<file path="config.mk">
export PLATFORM = sky130hd
export DESIGN_NAME = gctl_ctrl
export DESIGN_NICKNAME = d
export VERILOG_FILES = /design/src/design/glyph_cache_tag_lookup_assert.svh /design/src/design/gctl_pkg.sv /design/src/design/gctl_ctrl.sv
export SDC_FILE = /design/constraint.sdc
export NUM_CORES = 1
export LEC_CHECK = 0
export BUFFER_PORTS_ARGS = -buffer_cell sky130_fd_sc_hd__buf_2
export CORE_AREA = 3 3 40 42
export CTS_CLUSTER_SIZE = 30
export DETAILED_ROUTE_END_ITERATION = 8
export DIE_AREA = 0 0 43 45
export PLACE_DENSITY_LB_ADDON = 0.25
export SETUP_SLACK_MARGIN = 0.1
export SKIP_LAST_GASP = 1
export SLEW_MARGIN = 10
export SYNTH_ARGS = -nofsm -noshare
export SYNTH_HDL_FRONTEND = slang
export SYNTH_SLANG_ARGS = --single-unit
</file>
<file path="constraint.sdc">
create_clock -name clk -period 2 [get_ports clk]
set_clock_uncertainty 0.15 [all_clocks]
set_input_delay 0.4 -clock clk [delete_from_list [all_inputs] [get_ports clk]]
set_output_delay 0.4 -clock clk [all_outputs]
set_load 0.02 [all_outputs]
</file>
<file path="src/design/glyph_cache_tag_lookup_assert.svh">
// Assertion macros used by the glyph cache tag lookup datapath.
// Each macro expects clk and rst_n to be visible where it is used.
`ifndef GLYPH_CACHE_TAG_LOOKUP_ASSERT_SVH
`define GLYPH_CACHE_TAG_LOOKUP_ASSERT_SVH

// Same-cycle implication, masked during reset.
`define GCTL_ASSERT_IMP(label, ante, cons) \
    label: assert property (@(posedge clk) disable iff (!rst_n) (ante) |-> (cons)) \
        else $error("gctl assertion failed");

// Next-cycle implication, masked during reset.
`define GCTL_ASSERT_NEXT(label, ante, cons) \
    label: assert property (@(posedge clk) disable iff (!rst_n) (ante) |=> (cons)) \
        else $error("gctl assertion failed");

`endif

</file>
<file path="src/design/gctl_pkg.sv">
// Shared types and constants for the glyph cache tag lookup.
// No dependencies; all files but gctl_ram use this package.
`timescale 1ns / 1ps

package gctl_pkg;

    localparam int GCTL_ENTRIES        = 512;
    localparam int GCTL_SUBPIXEL_STEPS = 4;

    localparam int CP_W   = 21;
    localparam int PX_W   = 8;
    localparam int PH_W   = 3;
    localparam int TAG_W  = 32;
    localparam int SLOT_W = 9;
    localparam int TAG_PH_W = 2;

    localparam int MIN_PIXEL_SIZE = 8;

    localparam logic REQ_LOOKUP = 1'b0;
    localparam logic REQ_CLEAR  = 1'b1;

    typedef struct packed {
        logic            req_type;
        logic [CP_W-1:0] code_point;
        logic [PX_W-1:0] pixel_size;
        logic            bold_flag;
        logic [PH_W-1:0] subpixel_phase;
    } req_t;

    typedef struct packed {
        logic              hit;
        logic [SLOT_W-1:0] slot_index;
        logic              replaced;
    } rsp_t;

    // Controller to datapath
    typedef struct packed {
        logic req_ready;
        logic accept;
        logic clear;
        logic rd_en;
        logic scan_inc;
        logic set_hit;
        logic alloc;
        logic load_out;
    } cmd_t;

    // Datapath to controller
    typedef struct packed {
        logic req_valid;
        logic req_clear;
        logic fill_empty;
        logic tag_match;
        logic scan_last;
        logic out_free;
    } status_t;

endpackage

</file>
<file path="src/design/gctl_ctrl.sv">
// Sequencing state machine for the glyph cache tag lookup.
// Depends on gctl_pkg; drives gctl_datapath through cmd_t and reads status_t.
`timescale 1ns / 1ps

module gctl_ctrl (
    input  logic               clk,
    input  logic               rst_n,
    input  gctl_pkg::status_t  status,
    output gctl_pkg::cmd_t     cmd
);

    import gctl_pkg::*;

    typedef enum logic [4:0] {
        S_IDLE  = 5'b00001,
        S_READ  = 5'b00010,
        S_CMP   = 5'b00100,
        S_ALLOC = 5'b01000,
        S_OUT   = 5'b10000
    } state_t;

    state_t state_reg;
    state_t state_next;

    always_comb
    begin
        state_next = state_reg;
        cmd        = '0;
        unique case (state_reg)
            S_IDLE:
            begin
                cmd.req_ready = 1'b1;
                if (status.req_valid)
                begin
                    cmd.accept = 1'b1;
                    if (status.req_clear)
                    begin
                        cmd.clear  = 1'b1;
                        state_next = S_OUT;
                    end
                    else if (status.fill_empty)
                    begin
                        state_next = S_ALLOC;
                    end
                    else
                    begin
                        state_next = S_READ;
                    end
                end
            end
            S_READ:
            begin
                cmd.rd_en  = 1'b1;
                state_next = S_CMP;
            end
            S_CMP:
            begin
                if (status.tag_match)
                begin
                    cmd.set_hit = 1'b1;
                    state_next  = S_OUT;
                end
                else if (status.scan_last)
                begin
                    state_next = S_ALLOC;
                end
                else
                begin
                    cmd.scan_inc = 1'b1;
                    state_next   = S_READ;
                end
            end
            S_ALLOC:
            begin
                cmd.alloc  = 1'b1;
                state_next = S_OUT;
            end
            S_OUT:
            begin
                // hold the result until the output register is free
                if (status.out_free)
                begin
                    cmd.load_out = 1'b1;
                    state_next   = S_IDLE;
                end
            end
            default:
            begin
                state_next = S_IDLE;
            end
        endcase
    end

    always_ff @(posedge clk or negedge rst_n)
    begin
        if (!rst_n)
        begin
            state_reg <= S_IDLE;
        end
        else
        begin
            state_reg <= state_next;
        end
    end

endmodule

</file>
==> flow_summary_export.csv <==
group,metric,value,unit
worst_setup_path,r2r-start,"state_reg[3]",
power_and_ir_drop,switching_share,0.3611,
global_route,use_met2,0.1737,
worst_setup_path,worstPathArrival,1360,ps
layout,largest_register_ffs,5,
routing,postRouteAntennaNets,0,
clock_tree,clockBufferDepth,2,
placed_design,preCtsSetupSlack,240.7,ps
global_route,track_usage,0.1039,
timing,timing.final.crit_period,1913,ps
logic_synthesis,synth.cells.most_frequent,"dfrtp_1 (4), nor2_1 (4)",
logic_synthesis,ys_seq_elements,5,
power_and_ir_drop,peakVddDrop,0.0003938,V
floorplan,die_w,43,um
logic_synthesis,syn-num-nets,43,
logic_synthesis,ys_types,25,
clock_tree,cts.clk_slew.worst_paths,40,ps
global_route,grt-busiest-layer,"met2",
routing,vias,371,
logic_synthesis,yosys-top-cells-area,"dfrtp_1 (30%), dfstp_2 (7.8%), nand4b_1 (5.2%)",
worst_setup_path,required,1450,ps
logic_synthesis,synthesis.area,336.6,sq um
worst_setup_path,cp-startpoint,"state_reg[0]",
routing,remaining_drc_errors,0,
power_and_ir_drop,power.static_leakage,0.2789,nW
layout,area_growth,70.63,%
power_and_ir_drop,p_switching,235.9,uW
worst_hold_path,min_path_type,"in2reg",
logic_synthesis,synth_warnings,0,
timing,setup-tns-final,0,ps
clock_tree,cts_root_buf,"clkbuf_4",
logic_synthesis,ys_dominant_reg_cell,"dfrtp_1",
global_route,grt_max_degree,8,
run_status,outcome,"complete, no violations",
logic_synthesis,avgSynthCellArea,9.616,sq um
routing,firstDrtPassIters,3,
clock_tree,cts_tree,"done",
floorplan,die-height,45,um
power_and_ir_drop,p_seq_frac,0.264,
logic_synthesis,synth_edf_count,0,
routing,wirelength,903,um
logic_synthesis,ys_seq_area_frac,0.3755,
logic_synthesis,synth_top_area_frac,0.2974,
floorplan,row_count,13,
worst_setup_path,critPathKind,"reg2out",
layout,post-route-util,0.4469,
floorplan,initial_utilization,0.2619,
power_and_ir_drop,p_clk_frac,0.173,
worst_setup_path,ff2ff_setup_slack,330,ps
timing,worst_slack,87.15,ps
clock_tree,cts.sinks,5,
global_route,grt_first_pass_wirelength,1497,um
layout,diodes,0,
floorplan,core_area,1285,sq um
power_and_ir_drop,combPwrFrac,0.563,
global_route,use_met1,0.1275,
routing,routed_via_density,4.818,
clock_tree,insertion_delay,240,ps
layout,drive_above_1_share,0.5968,
routing,wire_per_inst,11.73,um
layout,fin_area,574.3,sq um
global_route,antenna_found_initial,0,
placed_design,port_buffers,15,
power_and_ir_drop,powerDensity,1137,nW/um^2
logic_synthesis,synthCells,35,
layout,fin_nets,71,
timing,setup_viol,0,
timing,max_slew_margin,0.7620,
worst_setup_path,r2r_cells,6,
global_route,grt_overflow,0,
clock_tree,cts_max_level,1,
clock_tree,numCtsBuffers,3,
floorplan,die_area,1935,sq um
global_route,met3_usage,0.01992,
placed_design,routabilityCongestion,0.6817,
worst_setup_path,setup.worst_path.start_class,"flop",
power_and_ir_drop,finalPower,653.1,uW
timing,rsz0062_at_grt,"true",
worst_setup_path,rr_endpoint,"state_reg[3]",
flow_run,cap_violations,0,
timing,hold_viol_final,0,
timing,worst_slew_pin_slew,355.4,ps
global_route,grt_pass1_vias,350,
worst_setup_path,crit_path_end_kind,"output pin",
timing,fmax,522.8,MHz
floorplan,num_io_pins,16,
logic_synthesis,synth_top_area_cell,"dfrtp_1",
logic_synthesis,async_flop_share,1.000,
routing,first_iter_violations,3,
worst_setup_path,cp_max_fo,5,
power_and_ir_drop,p_int,417.2,uW
placed_design,place_area,430.4,sq um
timing,slew_viol_final,0,
worst_setup_path,crit_end,"cmd[5]",
placed_design,hpwl,645.1,um
timing,finalCritPeriodShare,0.9564,
## cell type report
type                    instances  area, sq um
clock buffers                   4        26.28
fillers                       141        710.7
inverters                       1        3.754
multi-input cells              29        230.2
flip-flops and latches          5        130.1
well taps                      15        18.77
repair buffers                 23        165.2
## through the flow
step                instances  hold WS [ps]
floorplan                  35        -45.59
global placement           65         68.52
detailed placement         65         70.91
CTS                        74         291.2
global route               77         316.6
finish                     77         296.0
## worst min path at each step
stage	startpoint	to	slack (ps)	cells after the start
6_report	status[0]	state_reg[0]	300	3
2_1_floorplan	rst_n	state_reg[1]	-50	0
4_1_cts	status[0]	state_reg[0]	290	3
5_1_grt	status[0]	state_reg[0]	320	3
3_3_place_gp	rst_n	state_reg[4]	70	1
3_5_place_dp	rst_n	state_reg[4]	70	1
## layout by cell type (no fill, tap or decap), types with 2 or more instances in the layout
cell      count
nand4b_1      2
dfrtp_2       3
buf_6         4
nor2_1        4
buf_2        10
nand3b_1      2
clkbuf_4      3
buf_4         8
## worst max-delay path, stage by stage, from the launching register on
cell,delay [ps]
dfstp_2,570
and4bb_4,270
and3_4,180
buf_6,110
## cells by family (layout without fill, tap and decap cells)
kind of cell / after synthesis / count (layout) / share of synthesized area
DFF: 5 / 5 / 0.3755
AOI/OAI and AO/OA: 6 / 6 / 0.1264
and+or+nand+nor: 23 / 23 / 0.4870
buffers and inverters: 1 / 28 / 0.01114
## timing repair
item	CTS	global route
endpoints found under the hold margin	4	0
pin swaps	3	6
hold buffers	1	0
setup buffers	4	3
resized for setup	4	13
setup endpoints to repair	4	7
## power by group through the flow
stage                     Sequential, mW  Clock, mW  Combinational, mW
after global placement             0.168          0              0.251
final                              0.172      0.113              0.368
after floorplan                    0.159          0              0.184
after global routing               0.178      0.125              0.399
after detailed placement           0.168          0              0.248
after CTS                          0.162      0.120              0.306
## per-layer routing
| metal | vias to the layer above | routed length [um] | part of all wire |
|---|---|---|---|
| li1 | 183 | - | - |
| met1 | 176 | 377 | 0.42 |
| met2 | 12 | 464 | 0.51 |
| met3 | 0 | 62 | 0.069 |
| met4 | 0 | 0 | 0 |
| met5 | - | 0 | 0 |
No activity file was read; power rests on OpenSTA's default activity.
